===== src/sv/tmwf_pkg.sv =====
// ----------------------------------------------------------------------------
// Trimmed mean window filter package
// Shared widths, types and constants of the three-axis trimmed mean filter.
// ----------------------------------------------------------------------------
package tmwf_pkg;

   localparam int WINDOW     = 10;
   localparam int SMP_W      = 32;
   localparam int SUM_W      = SMP_W + $clog2(WINDOW);
   localparam int DIV        = WINDOW - 2;
   localparam int HALF       = DIV / 2;
   localparam int Q_W        = 32;
   localparam int CNT_W      = $clog2(WINDOW);

   typedef logic signed [SMP_W-1:0] smp_type;
   typedef logic signed [SUM_W-1:0] sum_type;

   typedef struct packed {
      smp_type x;
      smp_type y;
      smp_type z;
   } xyz_type;

   typedef struct packed {
      sum_type sum;
      smp_type min_v;
      smp_type max_v;
   } agg_type;

   typedef struct packed {
      agg_type x;
      agg_type y;
      agg_type z;
   } agg3_type;

   typedef struct packed {
      logic trim;
      logic norm;
   } div_ctrl_type;

   localparam agg_type AGG_INIT = '{
      sum:   '0,
      min_v: {1'b0, {(SMP_W-1){1'b1}}},
      max_v: {1'b1, {(SMP_W-1){1'b0}}}
   };

   localparam agg3_type AGG3_INIT = '{x: AGG_INIT, y: AGG_INIT, z: AGG_INIT};

endpackage


===== src/sv/tmwf_cell.sv =====
// ----------------------------------------------------------------------------
// Window cell
// Holds one window entry per axis and folds it into the running sum, minimum
// and maximum passed along the chain.
// ----------------------------------------------------------------------------
module tmwf_cell (
   input  logic               clock,
   input  logic               reset,
   input  logic               shift_en,
   input  tmwf_pkg::xyz_type  sample_in,
   input  tmwf_pkg::agg3_type agg_in,
   output tmwf_pkg::xyz_type  hist_out,
   output tmwf_pkg::agg3_type agg_out
);
   import tmwf_pkg::*;

   xyz_type  hist_ff;
   xyz_type  hist_in;
   agg3_type agg_ff;
   agg3_type agg_in_nxt;

   function automatic agg_type fold(input agg_type a, input smp_type v);
      agg_type r;
      r.sum   = a.sum + SUM_W'(v);
      r.min_v = (v < a.min_v) ? v : a.min_v;
      r.max_v = (v > a.max_v) ? v : a.max_v;
      return r;
   endfunction

   always_comb begin
      hist_in      = shift_en ? sample_in : hist_ff;
      agg_in_nxt.x = fold(agg_in.x, hist_ff.x);
      agg_in_nxt.y = fold(agg_in.y, hist_ff.y);
      agg_in_nxt.z = fold(agg_in.z, hist_ff.z);
   end

   always_ff @(posedge clock) begin
      if (reset) begin
         hist_ff <= '0;
      end else begin
         hist_ff <= hist_in;
      end
   end

   // Partial results move one cell down the chain every cycle.
   always_ff @(posedge clock) begin
      agg_ff <= agg_in_nxt;
   end

   assign hist_out = hist_ff;
   assign agg_out  = agg_ff;

endmodule


===== config.mk =====
export PLATFORM = sky130hd
export DESIGN_NAME = tmwf_cell
export DESIGN_NICKNAME = d
export VERILOG_FILES = /design/src/sv/tmwf_pkg.sv /design/src/sv/tmwf_cell.sv
export SDC_FILE = /design/constraint.sdc
export NUM_CORES = 1
export LEC_CHECK = 0
export ABC_AREA = 1
export BUFFER_PORTS_ARGS = -buffer_cell sky130_fd_sc_hd__buf_2
export CORE_AREA = 2 2 309 311
export DETAILED_ROUTE_END_ITERATION = 6
export DIE_AREA = 0 0 311 313
export SLEW_MARGIN = 40
export SYNTH_ARGS = -nofsm -noshare
export SYNTH_HDL_FRONTEND = slang
export SYNTH_SLANG_ARGS = --single-unit

===== constraint.sdc =====
create_clock -name clock -period 2.1 [get_ports clock]
set_input_delay 0.21 -clock clock [delete_from_list [all_inputs] [get_ports clock]]
set_output_delay 0.21 -clock clock [all_outputs]
set_load 0.02 [all_outputs]

Word level (Yosys, flattened, before mapping):

Index checks and enable logic that the tools add are counted.

* $add $sub $neg: 3
* order comparisons: 6
* mux-type cells: 6

Operators by type and width (number)
* $mux W32: 6
* $add A36 B32 Y36: 3
* $gt A32 B32 Y1: 3
* $lt A32 B32 Y1: 3

* register bits after elaboration: 396
* input bits: 399
* output and inout port bits: 396
* word-level logic and storage cells: 27

Logic depth before layout (Yosys ltp):

* depth after elaboration: 2
* gate-level depth with buffers: 18
* mapped depth without buffers: 17

Worst setup path before layout:

Ideal clock, no wire load.

* kind: register -> register
* start point: register hist_ff, in the netlist hist_out[63]
* end point: register agg_ff, in the netlist agg_out[101]
* library setup time: 0.114 ns
* arrival: 2.000 ns
* required time: 1.986 ns
* setup slack: -0.013 ns
* cell stages (with the launch flop): 12
* buffers on the path: 1
* period minus slack after synthesis: 2.113 ns
* cells stage by stage: dfxtp_1 -> ha_1 -> a21oi_1 -> o21a_1 -> nand2_1 -> a21oi_1 -> nand2_1 -> nand2_1 -> nand3_2 -> buf_4 -> nand2_1 -> nand2_1

RTL lines
* start: declaration: line tmwf_cell.sv:17 `xyz_type hist_ff;`
* start signal: assignment: line tmwf_cell.sv:41 `hist_ff <= hist_in;`
* end signal: assignment: line tmwf_cell.sv:47 `agg_ff <= agg_in_nxt;`
* end: declaration: line tmwf_cell.sv:19 `agg3_type agg_ff;`

==> impl_metrics.csv <==
group,metric,value,unit
yosys,synth_flop_cell,"dfxtp_1",
yosys,syn_nets,4087,
setup_path,cp_slowest_cell,"dfxtp_4",
drt,num_vias,31157,
placed_design,dpl.hpwl,96.8,mm
power_and_ir_drop,seqPwrFrac,31.6,%
drt,drtIter0Drc,2574,
setup_path,cp_max_fo,14,
finish,area_growth,82.9,%
drt,drt_first_pass_iters,5,
drt,routedWlPerCell,21.5,um
drt,viasPerCell,4.91,
yosys,syn_inst,3391,
setup_path,crit_top_cell,"nand2_2",
placed_design,io_buffers,794,
timing,fmax,0.446,GHz
finish,final_area,0.0437,mm^2
clock_tree,clock_latency,0.63,ns
timing,period_share,107,%
outcome,violations,"setup timing",
drt,drcViolationCount,0,
grt,grt_max_degree,46,
placed_design,preCtsSetupSlack,-0.309,ns
grt,grt_pass1_wl,178,mm
min_path,hold_path.class,"in2reg",
yosys,yosysSeqAreaShare,33.2,%
setup_path,path_cells,"ha_4 > buf_4 > a21oi_1 > o21ai_0 > nand2_1 > nand2_1 > a21oi_4 > nand2_2 > nand2_4 > nand3_4 > buf_12 > nand2_2 > nand2_2",
yosys,synthArstFlopShare,0,%
floorplanning,initial_core_util,25.4,%
floorplanning,pin_count,795,
power_and_ir_drop,vdd_drop_max,660,uV
timing,clock_skew,0.0263,ns
setup_path,path_delay_family,"simple AND/OR/NAND/NOR gates",
floorplanning,die_area,0.0973,mm^2
setup_path,cp_num_buf_inv,2,
finish,fin_nets,5729,
clock_tree,cts.reportedPaths.clkPinSlew,0.06,ns
setup_path,critPathLaunchType,"flip-flop",
power_and_ir_drop,p_per_area,655,mW/mm^2
timing,setup-violations-final,157,
clock_tree,cts_buffers,49,
yosys,syn_area_per_cell,7.04,um^2
flow_run,maxCapViolations,0,
yosys,synth.distinct_cells,38,
setup_path,arrival,2.75,ns
timing,finalWorstSetupSlack,-0.144,ns
floorplanning,die_h,313,um
grt,first_global_vias,29331,
grt,antenna_found_initial,15,
clock_tree,cts_max_level,2,
power_and_ir_drop,pwr-share-clk,31.2,%
power_and_ir_drop,sw_frac_of_total,37.0,%
drt,antenna_left,0,
setup_path,crit_type,"reg2reg",
power_and_ir_drop,p_leak,0.0223,uW
setup_path,critPathMaxStageDelay,0.43,ns
floorplanning,rows,113,
outcome,outcome,"finished, violations left",
setup_path,cp-end-kind,"flip-flop",
timing,worstMarginPinSlew,0.529,ns
finish,drive_above_1_share,43.5,%
grt,overflow,0,
power_and_ir_drop,combPwrFrac,37.2,%
yosys,synth_edf_count,0,
drt,routed_wl,137,mm
timing,finalCriticalPeriod,2.24,ns
yosys,netlist.area_leader.share,33.2,%
placed_design,dpl_cell_area,0.0332,mm^2
yosys,yosysTopAreaCell,"dfxtp_1",
timing,slew_headroom,64.6,%
timing,rsz0062_at_grt,"true",
floorplanning,die_w,311,um
power_and_ir_drop,p_switching,10600,uW
yosys,synth-seq-cells,396,
timing,slew_viol_final,0,
clock_tree,cts_tree,"built",
clock_tree,cts_max_path_buffers,3,
yosys,synth_area_leaders,"dfxtp_1, nand2_1, ha_1, a21oi_1, inv_1",
timing,hold_viol,0,
yosys,netlist_area,0.0239,mm^2
grt,gr-usage-all-layers,24.0,%
yosys,yosysMostFrequentCell,"nand2_1",
yosys,ys_warn_count,0,
placed_design,gp_congestion,0.963,
setup_path,required,2.61,ns
yosys,synthTopCellsByCount,"nand2_1, dfxtp_1, inv_1",
clock_tree,numClockSinks,396,
power_and_ir_drop,p_int,18000,uW
floorplanning,fp.coreArea,0.0942,mm^2
timing,tns,-10.69,ns
clock_tree,cts-root-buf,"clkbuf_16",
==> final cells by class <==
type / count / area, um^2
inverters: 375 / 1410
repair buffers: 1694 / 12900
flip-flops and latches: 396 / 8110
diodes: 9 / 22.5
well taps: 1265 / 1580
clock inverters: 21 / 244
multi-input cells: 2517 / 18000
clock buffers: 64 / 1370
fillers: 8937 / 50500
==> tightest hold or removal path, stage by stage <==
cell    delay [ns]
buf_2         0.08
ha_2          0.24
xor2_1        0.08
==> power groups by stage <==
| stage | registers, uW | clock network, uW | logic [uW] |
|---|---|---|---|
| floorplan | 10300 | 0 | 2820 |
| global placement | 9160 | 0 | 8060 |
| detailed placement | 9140 | 0 | 8080 |
| CTS | 9010 | 9040 | 8920 |
| global route | 9080 | 9310 | 11300 |
| finish | 9030 | 8920 | 10700 |
==> placed cells by master, fill, tap and decap left out, types with 56 or more instances in the layout <==
master	instances
a21oi_2	74
ha_4	109
inv_1	367
buf_2	789
nand2_1	778
a21oi_1	227
dfxtp_1	318
nand3_1	155
nand2_2	150
clkbuf_16	77
dlygate4sd3_1	320
xor2_1	62
nand2_4	56
ha_1	172
nand3_2	111
nor2_1	158
nand4_1	124
buf_4	456
==> metrics by stage <==
step / hold slack [ns] / utilization (%) / std cells / power, uW
2_1_floorplan: 0.313 / - / 3391 / 13100
3_3_place_gp: 0.416 / 35.3 / 5853 / 17200
3_5_place_dp: 0.418 / 35.3 / 5853 / 17200
4_1_cts: -0.193 / 41.4 / 6261 / 27000
5_1_grt: 0.0131 / 46.4 / 6338 / 29700
6_report: 0.0294 / 46.4 / 6341 / 28600
==> layer usage <==
metal  GRT usage [%]  vias up  share of wire, %
li1                -    14548                 -
met3            5.24      465               8.3
met5               0        -             0.046
met4            10.4       10               6.3
met2            41.5     1634                47
met1            28.5    14500                39
==> flip-flops by register name (all words and copies together) (netlist names) <==
signal	count
agg_out	300
hist_out	96
==> repair_timing <==
action,CTS,global route
setup endpoints to repair,256,256
setup buffers,4,31
pin swaps,25,224
cloned,7,35
hold endpoints to repair,309,5
resized for setup,221,781
hold buffers,316,5
==> cells by family (layout without fill, tap and decap cells) <==
logic type	after synthesis	in the layout	share of synthesized area, %
other	0	9	0
AND/OR/NAND/NOR	1670	1670	29.6
adder cells (fa/ha/maj)	297	297	15.7
buffers and inverters	478	2154	7.92
flip-flops	396	396	33.2
AO/OA/AOI/OAI	470	470	10.7
XOR/XNOR	80	80	2.93
==> path summary, 6_finish.rpt <==
kind,endpoint,slack (ns),depth (start not counted),from
worst max-delay path,agg_out[123],-0.14,13,hist_out[57]
worst min-delay path,agg_out[192],0.03,3,agg_in[192]
worst max register to register,agg_out[123],-0.14,13,hist_out[57]
worst min register to register,agg_out[51],0.51,2,hist_out[19]
Power figures use the tool's default switching activity.
