$ cat src/sv/tmwf_pkg.sv
// ----------------------------------------------------------------------------
// Trimmed mean window filter package
// Shared widths, types and constants of the three-axis trimmed mean filter.
// ----------------------------------------------------------------------------
package tmwf_pkg;

   localparam int WINDOW     = 10;
   localparam int SMP_W      = 32;
   localparam int SUM_W      = SMP_W + $clog2(WINDOW);
   localparam int DIV        = WINDOW - 2;
   localparam int HALF       = DIV / 2;
   localparam int Q_W        = 32;
   localparam int CNT_W      = $clog2(WINDOW);

   typedef logic signed [SMP_W-1:0] smp_type;
   typedef logic signed [SUM_W-1:0] sum_type;

   typedef struct packed {
      smp_type x;
      smp_type y;
      smp_type z;
   } xyz_type;

   typedef struct packed {
      sum_type sum;
      smp_type min_v;
      smp_type max_v;
   } agg_type;

   typedef struct packed {
      agg_type x;
      agg_type y;
      agg_type z;
   } agg3_type;

   typedef struct packed {
      logic trim;
      logic norm;
   } div_ctrl_type;

   localparam agg_type AGG_INIT = '{
      sum:   '0,
      min_v: {1'b0, {(SMP_W-1){1'b1}}},
      max_v: {1'b1, {(SMP_W-1){1'b0}}}
   };

   localparam agg3_type AGG3_INIT = '{x: AGG_INIT, y: AGG_INIT, z: AGG_INIT};

endpackage

$ cat src/sv/tmwf_div.sv
// ----------------------------------------------------------------------------
// Trimmed mean divider
// Removes the extremes from the window sum and divides by the trimmed count,
// rounding to nearest with ties away from zero.
// ----------------------------------------------------------------------------
module tmwf_div (
   input  logic                   clock,
   input  tmwf_pkg::div_ctrl_type ctrl,
   input  tmwf_pkg::agg_type      agg,
   output tmwf_pkg::smp_type      result
);
   import tmwf_pkg::*;

   sum_type          trim_ff;
   logic             neg_ff;
   logic [Q_W-1:0]   quo_ff;
   logic [SUM_W-1:0] num;

   // Magnitude plus half the divisor, formed with a single adder per sign.
   always_comb begin
      if (trim_ff < 0) begin
         num = SUM_W'(HALF) - trim_ff;
      end else begin
         num = trim_ff + SUM_W'(HALF);
      end
   end

   // The trimmed count is a constant power of two, so the divide below is a
   // plain right shift of the rounded magnitude.
   always_ff @(posedge clock) begin
      if (ctrl.trim) begin
         trim_ff <= agg.sum - SUM_W'(agg.min_v) - SUM_W'(agg.max_v);
      end
      if (ctrl.norm) begin
         neg_ff <= (trim_ff < 0);
         quo_ff <= Q_W'(num / SUM_W'(DIV));
      end
   end

   assign result = neg_ff ? $signed(SMP_W'(0 - quo_ff)) : $signed(quo_ff);

endmodule

$ cat config.mk
export PLATFORM = sky130hd
export DESIGN_NAME = tmwf_div
export DESIGN_NICKNAME = d
export VERILOG_FILES = /design/src/sv/tmwf_pkg.sv /design/src/sv/tmwf_div.sv
export SDC_FILE = /design/constraint.sdc
export NUM_CORES = 1
export LEC_CHECK = 0
export BUFFER_PORTS_ARGS = -buffer_cell sky130_fd_sc_hd__buf_2
export CORE_UTILIZATION = 57
export DETAILED_ROUTE_END_ITERATION = 6
export GPL_TIMING_DRIVEN = 1
export PLACE_DENSITY_LB_ADDON = 0.05
export SETUP_SLACK_MARGIN = 0.15
export SLEW_MARGIN = 20
export SYNTH_ARGS = -nofsm -noshare
export SYNTH_HDL_FRONTEND = slang
export SYNTH_SLANG_ARGS = --single-unit
export TNS_END_PERCENT = 20
$ cat constraint.sdc
create_clock -name clock -period 4.8 [get_ports clock]
set_input_delay 0.72 -clock clock [delete_from_list [all_inputs] [get_ports clock]]
set_output_delay 0.72 -clock clock [all_outputs]
set_load 0.02 [all_outputs]
* Word-level counts from Yosys, hierarchy flattened
Cells that the tools add are included.
** Word-level totals
- Register bits after elaboration :: 69
- Input port bits :: 103
- Output and inout bits :: 32
- Logic and storage cells :: 11
** Operators by class
- Add/sub/neg operators :: 5
- $lt $le $gt $ge :: 1
- Mux-type cells :: 2
** Operator list (number)
- subtractor 36 x 32 -> 36 bit :: 2
- < comparator 36 x 1 -> 1 bit (second input constant) :: 1
- adder 35 x 4 -> 35 bit (second input constant) :: 1
- 2-to-1 mux 35 bit :: 1
- subtractor 4 x 35 -> 35 bit (first input constant) :: 1
- 2-to-1 mux 32 bit :: 1
- subtractor 1 x 32 -> 32 bit (first input constant) :: 1

* Longest topological paths before layout
Gate-level depths: netlist of the first run.
- Depth after elaboration :: 2
- Gate-level depth with buffers :: 13

* Least setup slack after synthesis of the first run
OpenSTA, ideal clock, no wires.
- Path type :: input-to-reg
- Start :: input port agg[0] (netlist bit)
- End :: register trim_ff[32], data pin
- Setup time :: 0.276 ns
- Arrival time :: 3.598 ns
- Required time :: 4.524 ns
- Slack :: 0.926 ns
- Cell stages on the path :: 13
- Path buffers :: 0
- Cell sequence :: inv_1 > fa_1 > inv_1 > ha_1 > or2_2 > fa_1 > a21o_1 > a311oi_1 > o21ai_0 > a21oi_1 > o21ai_0 > nor4bb_1 > a311oi_1
** On the way
- Word-level cells in the longest chain between the ends :: 1
** RTL lines
- start, declared :: RTL line tmwf_div.sv:9 : input tmwf_pkg::agg_type agg,
- subtractor 36 x 32 -> 36 bit :: RTL line tmwf_div.sv:32 : trim_ff <= agg.sum - SUM_W'(agg.min_v) - SUM_W'(agg.max_v);
- end signal, assigned :: RTL line tmwf_div.sv:32
- end, declared :: RTL line tmwf_div.sv:14 : sum_type trim_ff;
Every way passes these cells.
A chain may end at the register's enable or synchronous reset.

* Worst setup path after layout of the first run
Ends and elaborated chain as after synthesis.

==> flow_metrics.env, run 1 <==
export IMPL_outcome="finished clean"
export IMPL_clock_latency_ns=0.34
export IMPL_tns_ns=0
export IMPL_start_kind="primary input"
export IMPL_clockRootBuffer="clkbuf_16"
export IMPL_vias_per_cell=5.73
export IMPL_hold_viol_final=0
export IMPL_vdd_drop_max_mv=0.197
export IMPL_crit_family="compound AO/OA/AOI/OAI gates"
export IMPL_grt_max_degree=40
export IMPL_numCtsBuffers=9
export IMPL_grt_pass1_wl_um=25900
export IMPL_fmax_mhz=240
export IMPL_die_area_um2=12900
export IMPL_crit_path_top_delay_cell="fa_1"
export IMPL_grt_pass1_vias=5713
export IMPL_synth_area_mux_share_pct=0.141
export IMPL_synthAdderAreaFrac_pct=17.3
export IMPL_ys_seq_area_share_pct=29.2
export IMPL_clockBufferDepth=2
export IMPL_antenna_found_initial=0
export IMPL_wl_per_cell_um=14.7
export IMPL_drive_gt1_share_pct=18.9
export IMPL_syn_nets=966
export IMPL_synth_compound_area_share_pct=19.3
export IMPL_period_share_pct=86.9
export IMPL_drc=0
export IMPL_maxSlewViolCount=0
export IMPL_drv_cap=0
export IMPL_synth_top_family_by_area="compound AO/OA/AOI/OAI gates"
export IMPL_multi_input_area_um2=4580
export IMPL_syn_inst=786
export IMPL_htree_levels=3
export IMPL_syn_area_per_cell_um2=9.04
export IMPL_grt_usage_pct=25.1
export IMPL_vias=6174
export IMPL_synthDistinctLibCells=72
export IMPL_hpwl_um=13000
export IMPL_post_cts_buffers=0
export IMPL_areaGrowthSynthToFinish_pct=15.3
export IMPL_crit_path_end_kind="register"
export IMPL_dr_first_iter_drc_count=378
export IMPL_yosysTopAreaCell="edfxtp_1"
export IMPL_die_x_um=114
export IMPL_synth_area_um2=7100
export IMPL_start_util_pct=58.9
export IMPL_yosys_warnings=0
export IMPL_cpPeakStageDelay_ns=0.56
export IMPL_routed_wl_um=15900
export IMPL_antenna_left=0
export IMPL_cts_hold_buf=0
export IMPL_io_pins=135
export IMPL_synth_common_cells="inv_1, edfxtp_1, a21oi_1, xnor2_1, nand2_1"
export IMPL_period_minus_slack_ns=4.17
export IMPL_port_buffers=134
export IMPL_path_buf_inv=3
export IMPL_synth_xor_area_share_pct=11.5
export IMPL_synth_seq_cells=69
export IMPL_synthTopCellsByArea="edfxtp_1, fa_1, xnor2_1, ha_1, a21oi_1"
export IMPL_rsz0062_at_grt="no"
export IMPL_hold_ws_ns=0.628
export IMPL_die_h_um=114
export IMPL_design_core_area_um2=12100
export IMPL_grt_overflow=0
export IMPL_critical_path_required_ns=4.87
export IMPL_cts_sinks=69
export IMPL_yosysMostFrequentCell="inv_1"
export IMPL_register_area_um2=2070
export IMPL_synth_simple_area_share_pct=16.3
export IMPL_fill_cells=973
export IMPL_antenna_cells=0
export IMPL_synth_ff_type="edfxtp_1"
export IMPL_layout_nets=1085
export IMPL_synth_top_area_share_pct=29.2
export IMPL_setup_worst_path_class="primary input to register"
export IMPL_p_per_area_nw_per_um2=464
export IMPL_cp_data_arrival_time_ns=4.25
export IMPL_cts_resized=0
export IMPL_setup_viol=0
export IMPL_num_rows=40
export IMPL_hold_class="register to register"
export IMPL_synth_edf_count=69
export IMPL_fin_skew_ns=0.0105
export IMPL_routabilityCongestion=0.884
export IMPL_leakage_nw=3.55
export IMPL_firstDrtPassIters=5
export IMPL_path_cells="buf_2 -> inv_1 -> fa_1 -> inv_1 -> ha_1 -> or2_2 -> fa_1 -> a21o_1 -> a311oi_1 -> o21ai_0 -> a21oi_1 -> o21ai_0 -> nor4bb_1 -> a311oi_1"
export IMPL_relSlewSlack_pct=41.1
export IMPL_cts_tree="built"
export IMPL_tightestPinTransition_ns=0.876
export IMPL_cts_clk_slew_worst_paths_ns=0.06
export IMPL_synthArstFlopShare_pct=0
export IMPL_crit_path_max_fanout=3
layer usage:
| layer | up-vias | track usage [%] | wire, µm |
|---|---|---|---|
| met3 | 24 | 3.29 | 811 |
| met5 | - | 0 | 0 |
| met2 | 218 | 42.9 | 7500 |
| li1 | 3046 | - | - |
| met1 | 2886 | 33.2 | 7350 |
| met4 | 0 | 7.72 | 234 |
stage by stage:
step / utilization, % / cell area (µm²) / setup slack, ns / std cells / total power, mW
2_1_floorplan: - / 7100 / 0.926 / 786 / 2.59
3_3_place_gp: 65.3 / 7880 / 0.470 / 1062 / 3.04
3_5_place_dp: 65.3 / 7880 / 0.362 / 1062 / 3.10
4_1_cts: 67.9 / 8190 / 0.692 / 1078 / 3.79
5_1_grt: 67.9 / 8190 / 0.400 / 1078 / 4.06
6_report: 67.9 / 8190 / 0.627 / 1078 / 3.80
worst register-to-register path, delay by kind of cell, from the launching register on:
| kind | cells | cell delay (ns) |
|---|---|---|
| simple gates | 3 | 1.15 |
| compound gates | 2 | 0.57 |
| flops | 1 | 0.52 |
| xor+xnor | 1 | 0.20 |
report_power, final:
group          internal [mW]  total [mW]  switching, mW
clock                  0.454       0.695          0.241
sequential             0.988        1.24          0.255
combinational          0.782        1.86           1.08
layout by cell type, fill, tap and decap left out, drive strengths merged, types with 7 or more instances in the layout:
| cell | synthesis | final |
|---|---|---|
| clkbuf | 24 | 10 |
| nor4 | 8 | 8 |
| xor2 | 27 | 27 |
| o21bai | 7 | 7 |
| nor3 | 19 | 19 |
| and3 | 8 | 8 |
| xnor2 | 66 | 66 |
| buf | 5 | 137 |
| nor2 | 47 | 47 |
| edfxtp | 69 | 69 |
| or3 | 10 | 10 |
| nand2 | 54 | 54 |
| nand3 | 31 | 31 |
| o211ai | 7 | 7 |
| fa | 35 | 35 |
| or4 | 9 | 9 |
| a21oi | 67 | 67 |
| o21ai | 40 | 40 |
| inv | 85 | 85 |
| nand4 | 11 | 11 |
| a21o | 22 | 22 |
| ha | 42 | 42 |
| a31oi | 8 | 8 |
state kept, by name (all words and copies together) (netlist names):
name     flops
trim_ff     36
neg_ff       1
quo_ff      32
logic make-up (layout without fill, tap and decap cells):
logic type | Yosys count | count (layout)
AND/OR/NAND/NOR | 225 | 225
AO/OA/AOI/OAI | 207 | 207
buffers and inverters | 114 | 238
XOR/XNOR | 93 | 93
adder cells (fa/ha/maj) | 77 | 77
flip-flops | 69 | 69
multiplexers | 1 | 1
worst paths after layout:
kind	startpoint	to	slack [ns]	depth (start not counted)
worst min-delay path	trim_ff[27]	quo_ff[24]	0.63	1
worst max register to register	trim_ff[6]	quo_ff[18]	2.08	6
worst max-delay path	agg[0]	trim_ff[32]	0.63	14
worst min register to register	trim_ff[27]	quo_ff[24]	0.63	1
layout make-up:
class / instances / share of cell area, %
clock buffers: 10 / 2.79
flip-flops and latches: 69 / 25.3
repair buffers: 137 / 8.46
clock inverters: 6 / 1.07
well taps: 168 / 2.57
inverters: 85 / 3.89
multi-input cells: 603 / 55.9
Note: power is estimated with default switching activity, not from simulation.
==> inputs of run 2 (changes only) <==
--- a/config.mk
+++ b/config.mk
@@ -10,6 +10,7 @@
 export DETAILED_ROUTE_END_ITERATION = 6
 export GPL_TIMING_DRIVEN = 1
 export PLACE_DENSITY_LB_ADDON = 0.05
+export RECOVER_POWER = 50
 export SETUP_SLACK_MARGIN = 0.15
 export SLEW_MARGIN = 20
 export SYNTH_ARGS = -nofsm -noshare
==> run 2 against run 1 <==
The run now ends with max-capacitance violations, max-slew violations left. Highest routed layer unchanged. Flip-flop and latch count did not move. Wire length barely moved. Critical endpoint unchanged. Via count barely moved. Global-route usage did not move. Critical path type unchanged. First-iteration DRC count fell by 1.1%.
==> flow_metrics.env, run 2 (synthesis gave the netlist of run 1 again) <==
export IMPL_outcome="complete, but fails checks"
export IMPL_violations="max-capacitance violations, max-slew violations"
export IMPL_post_cts_buffers=0
export IMPL_wl_per_cell_um=14.7
export IMPL_hold_viol_final=0
export IMPL_die_h_um=114
export IMPL_hold_class="register to register"
export IMPL_setup_viol=0
export IMPL_antenna_found_initial=0
export IMPL_grt_pass1_vias=5713
export IMPL_layout_nets=1085
export IMPL_fin_cells=1078
export IMPL_tightestPinTransition_ns=1.90
export IMPL_areaGrowthSynthToFinish_pct=15.2
export IMPL_die_area_um2=12900
export IMPL_mostFrequentLayoutCells="buf_2, inv_1, edfxtp_1"
export IMPL_setup_worst_path_class="primary input to register"
export IMPL_design_core_area_um2=12100
export IMPL_regMostFlops="trim_ff"
export IMPL_rsz0062_at_grt="no"
export IMPL_reg_top3="trim_ff: 36 flops, quo_ff: 32 flops, neg_ff: 1 flops"
export IMPL_clockBufferDepth=2
export IMPL_fin_skew_ns=0.0122
export IMPL_period_share_pct=87.0
export IMPL_io_pins=135
export IMPL_place_area_um2=7880
export IMPL_relSlewSlack_pct=-26.5
export IMPL_period_minus_slack_ns=4.18
export IMPL_dr_first_iter_drc_count=374
export IMPL_crit_path_max_fanout=3
export IMPL_leakage_nw=3.54
export IMPL_cp_data_arrival_time_ns=4.25
export IMPL_power_mw=3.80
export IMPL_grt_usage_pct=25.1
export IMPL_hpwl_um=13000
export IMPL_p_per_area_nw_per_um2=465
export IMPL_routed_wl_um=15900
export IMPL_start_kind="primary input"
export IMPL_grt_pass1_wl_um=25900
export IMPL_clock_latency_ns=0.34
export IMPL_stdcell_area_um2=8180
export IMPL_vias=6169
export IMPL_grt_overflow=0
export IMPL_grt_max_degree=40
export IMPL_dp_cells=1062
export IMPL_largest_reg_flops=36
export IMPL_vias_per_cell=5.72
export IMPL_hold_ws_ns=0.629
export IMPL_start_util_pct=58.9
export IMPL_cts_sinks=69
export IMPL_vdd_drop_max_mv=0.197
export IMPL_critical_path_required_ns=4.87
export IMPL_drv_cap=3
export IMPL_tns_ns=0
export IMPL_routabilityCongestion=0.884
export IMPL_firstDrtPassIters=5
export IMPL_fmax_mhz=239
export IMPL_die_x_um=114
export IMPL_htree_levels=3
export IMPL_cts_tree="built"
export IMPL_crit_path_end_kind="register"
export IMPL_port_buffers=134
export IMPL_numCtsBuffers=9
export IMPL_clockRootBuffer="clkbuf_16"
export IMPL_num_rows=40
export IMPL_drc=0
export IMPL_antenna_left=0
export IMPL_cts_clk_slew_worst_paths_ns=0.06
export IMPL_maxSlewViolCount=111
export IMPL_cts_resized=0
export IMPL_antenna_cells=0
export IMPL_final_common_cell="buf_2"
export IMPL_cts_hold_buf=0
export IMPL_drive_gt1_share_pct=18.2
## run 2: worst max-delay path, cell delays in order
cell      delay [ns]
buf_2           0.07
inv_1           0.05
fa_1            0.56
inv_1           0.05
ha_1            0.20
or2_2           0.31
fa_1            0.40
a21o_1          0.23
a311oi_1        0.45
o21ai_0         0.26
a21oi_1         0.34
o21ai_0         0.20
nor4bb_1        0.31
a311oi_1        0.08
## run 2: final cells by class
class                   instances  area [µm²]
multi-input cells             603        4580
fillers                       980        3880
clock inverters                 6        87.6
repair buffers                137         681
clock buffers                  10         229
well taps                     168         210
inverters                      85         319
flip-flops and latches         69        2070
## run 2: path summary, 6_finish.rpt
kind         slack [ns]          end  cells after the start        start
max reg2reg        1.52   quo_ff[26]                      7  trim_ff[35]
min                0.63   quo_ff[30]                      1  trim_ff[33]
max                0.62  trim_ff[32]                     14       agg[0]
min reg2reg        0.63   quo_ff[30]                      1  trim_ff[33]
## run 2: where the power goes
part	switching [mW]	total [mW]	internal (mW)
clock network	0.242	0.696	0.454
logic	1.08	1.86	0.778
registers	0.256	1.24	0.989
## run 2: stage by stage
step	utilization, %	setup WS [ns]
2_1_floorplan	-	0.926
3_3_place_gp	65.3	0.470
3_5_place_dp	65.3	0.362
4_1_cts	67.9	0.692
5_1_grt	67.8	0.400
6_report	67.8	0.623
## run 2: routing by layer
layer / up-vias / GRT usage (%) / routed length (µm)
li1: 3046 / - / -
met1: 2887 / 33.2 / 7380
met2: 212 / 42.9 / 7520
met3: 24 / 3.29 / 758
met4: 0 / 7.72 / 232
met5: - / 0 / 0
==> inputs of run 3 (changes only) <==
--- a/config.mk
+++ b/config.mk
@@ -9,9 +9,9 @@
 export CORE_UTILIZATION = 57
 export DETAILED_ROUTE_END_ITERATION = 6
 export GPL_TIMING_DRIVEN = 1
+export MAX_ROUTING_LAYER = met4
 export PLACE_DENSITY_LB_ADDON = 0.05
 export RECOVER_POWER = 50
-export SETUP_SLACK_MARGIN = 0.15
 export SLEW_MARGIN = 20
 export SYNTH_ARGS = -nofsm -noshare
 export SYNTH_HDL_FRONTEND = slang
==> run 3 against run 2 <==
Largest cell class unchanged. Critical path type unchanged. Sequential power about the same. Worst setup slack worse by 0.078 ns. First-iteration DRC count down 0.27%. The flow still finishes with violations (max-capacitance violations, max-slew violations). Largest power group unchanged. Critical path depth unchanged. Hold slack better by 0.0033 ns.
==> flow_metrics.env, run 3 (synthesis gave the netlist of run 1 again) <==
export IMPL_outcome="complete, but fails checks"
export IMPL_violations="max-capacitance violations, max-slew violations"
export IMPL_crit_family="compound AO/OA/AOI/OAI gates"
export IMPL_antenna_found_initial=0
export IMPL_cts_sinks=69
export IMPL_path_buf_inv=3
export IMPL_antenna_left=0
export IMPL_htree_levels=3
export IMPL_grt_usage_pct=26.2
export IMPL_areaGrowthSynthToFinish_pct=14.3
export IMPL_fmax_mhz=235
export IMPL_post_cts_buffers=0
export IMPL_die_h_um=114
export IMPL_antenna_cells=0
export IMPL_io_pins=135
export IMPL_layout_nets=1085
export IMPL_path_cells="buf_2 -> inv_1 -> fa_1 -> inv_1 -> ha_1 -> or2_2 -> fa_1 -> a21o_1 -> a311oi_1 -> o21ai_0 -> a21oi_1 -> o21ai_0 -> nor4bb_1 -> a311oi_1"
export IMPL_vias=6117
export IMPL_numCtsBuffers=9
export IMPL_setup_worst_path_class="primary input to register"
export IMPL_crit_path_end_kind="register"
export IMPL_setup_viol=0
export IMPL_hold_viol_final=0
export IMPL_period_minus_slack_ns=4.25
export IMPL_grt_overflow=0
export IMPL_rsz0062_at_grt="no"
export IMPL_hpwl_um=13100
export IMPL_grt_pass1_wl_um=26300
export IMPL_die_area_um2=12900
export IMPL_grt_max_degree=40
export IMPL_vias_per_cell=5.68
export IMPL_reg_top3="trim_ff: 36 flops, quo_ff: 32 flops, neg_ff: 1 flops"
export IMPL_leakage_nw=3.50
export IMPL_design_core_area_um2=12100
export IMPL_hold_class="register to register"
export IMPL_drv_cap=3
export IMPL_cts_resized=0
export IMPL_drc=0
export IMPL_maxSlewViolCount=111
export IMPL_cts_hold_buf=0
export IMPL_start_util_pct=58.9
export IMPL_vdd_drop_max_mv=0.192
export IMPL_final_common_cell="buf_2"
export IMPL_num_rows=40
export IMPL_dp_cells=1062
export IMPL_crit_path_max_fanout=3
export IMPL_regMostFlops="trim_ff"
export IMPL_clockBufferDepth=2
export IMPL_largest_reg_flops=36
export IMPL_routabilityCongestion=0.901
export IMPL_fin_skew_ns=0.00990
export IMPL_period_share_pct=88.6
export IMPL_wl_per_cell_um=14.9
export IMPL_power_mw=3.68
export IMPL_critical_path_required_ns=4.86
export IMPL_port_buffers=134
export IMPL_tns_ns=0
export IMPL_p_per_area_nw_per_um2=453
export IMPL_cpPeakStageDelay_ns=0.58
export IMPL_firstDrtPassIters=5
export IMPL_start_kind="primary input"
export IMPL_drive_gt1_share_pct=17.9
export IMPL_grt_pass1_vias=5716
export IMPL_mostFrequentLayoutCells="buf_2, inv_1, edfxtp_1"
export IMPL_cts_clk_slew_worst_paths_ns=0.06
export IMPL_cts_tree="built"
export IMPL_cp_data_arrival_time_ns=4.32
export IMPL_clockRootBuffer="clkbuf_16"
export IMPL_tightestPinTransition_ns=1.93
export IMPL_clock_latency_ns=0.33
export IMPL_dr_first_iter_drc_count=373
export IMPL_relSlewSlack_pct=-28.7
export IMPL_crit_path_top_delay_cell="fa_1"
export IMPL_routed_wl_um=16100
export IMPL_fin_cells=1077
export IMPL_die_x_um=114
==> run 3: cell types whose count changed in the layout (fill, tap and decap cells not counted) <==
cell        before  now
clkinv_1         0    3
clkinv_4         2    0
clkbuf_1         7    6
clkinvlp_4       0    2
clkinv_2         2    1
bufinv_16        2    0
==> run 3: final cells by class <==
type | instances | area, µm²
Fill cell | 942 | 3940
Timing Repair Buffer | 137 | 681
Clock inverter | 6 | 31.3
Multi-Input combinational cell | 603 | 4580
Inverter | 85 | 319
Clock buffer | 9 | 225
Tap cell | 168 | 210
Sequential cell | 69 | 2070
==> run 3: where the power goes <==
part	internal [mW]	total, mW	switching, mW
registers	0.989	1.24	0.253
clock network	0.339	0.567	0.228
logic	0.780	1.87	1.09
==> run 3: stage by stage <==
stage | hold WS (ns) | util, % | worst slack (ns) | instance area (µm²)
3_5_place_dp | 0.606 | 65.3 | 0.216 | 7880
3_3_place_gp | 0.612 | 65.3 | 0.475 | 7880
6_report | 0.633 | 67.3 | 0.545 | 8120
2_1_floorplan | 0.449 | - | 0.926 | 7100
4_1_cts | 0.626 | 67.4 | 0.554 | 8130
5_1_grt | 0.660 | 67.3 | 0.343 | 8120
==> run 3: worst paths after layout <==
kind | from | endpoint | slack [ns] | cells after the start
worst min register to register | trim_ff[34] | quo_ff[31] | 0.63 | 1
worst min-delay path | trim_ff[34] | quo_ff[31] | 0.63 | 1
worst max register to register | trim_ff[35] | quo_ff[26] | 1.59 | 7
worst max-delay path | agg[0] | trim_ff[32] | 0.55 | 14
==> run 3: metal layers <==
metal  wire length [µm]  up-vias  track usage (%)
met5                  0        -                -
met4                198        0             6.58
met3                781       15             3.45
met2               7610      236             44.2
met1               7480     2820             33.4
li1                   -     3046                -
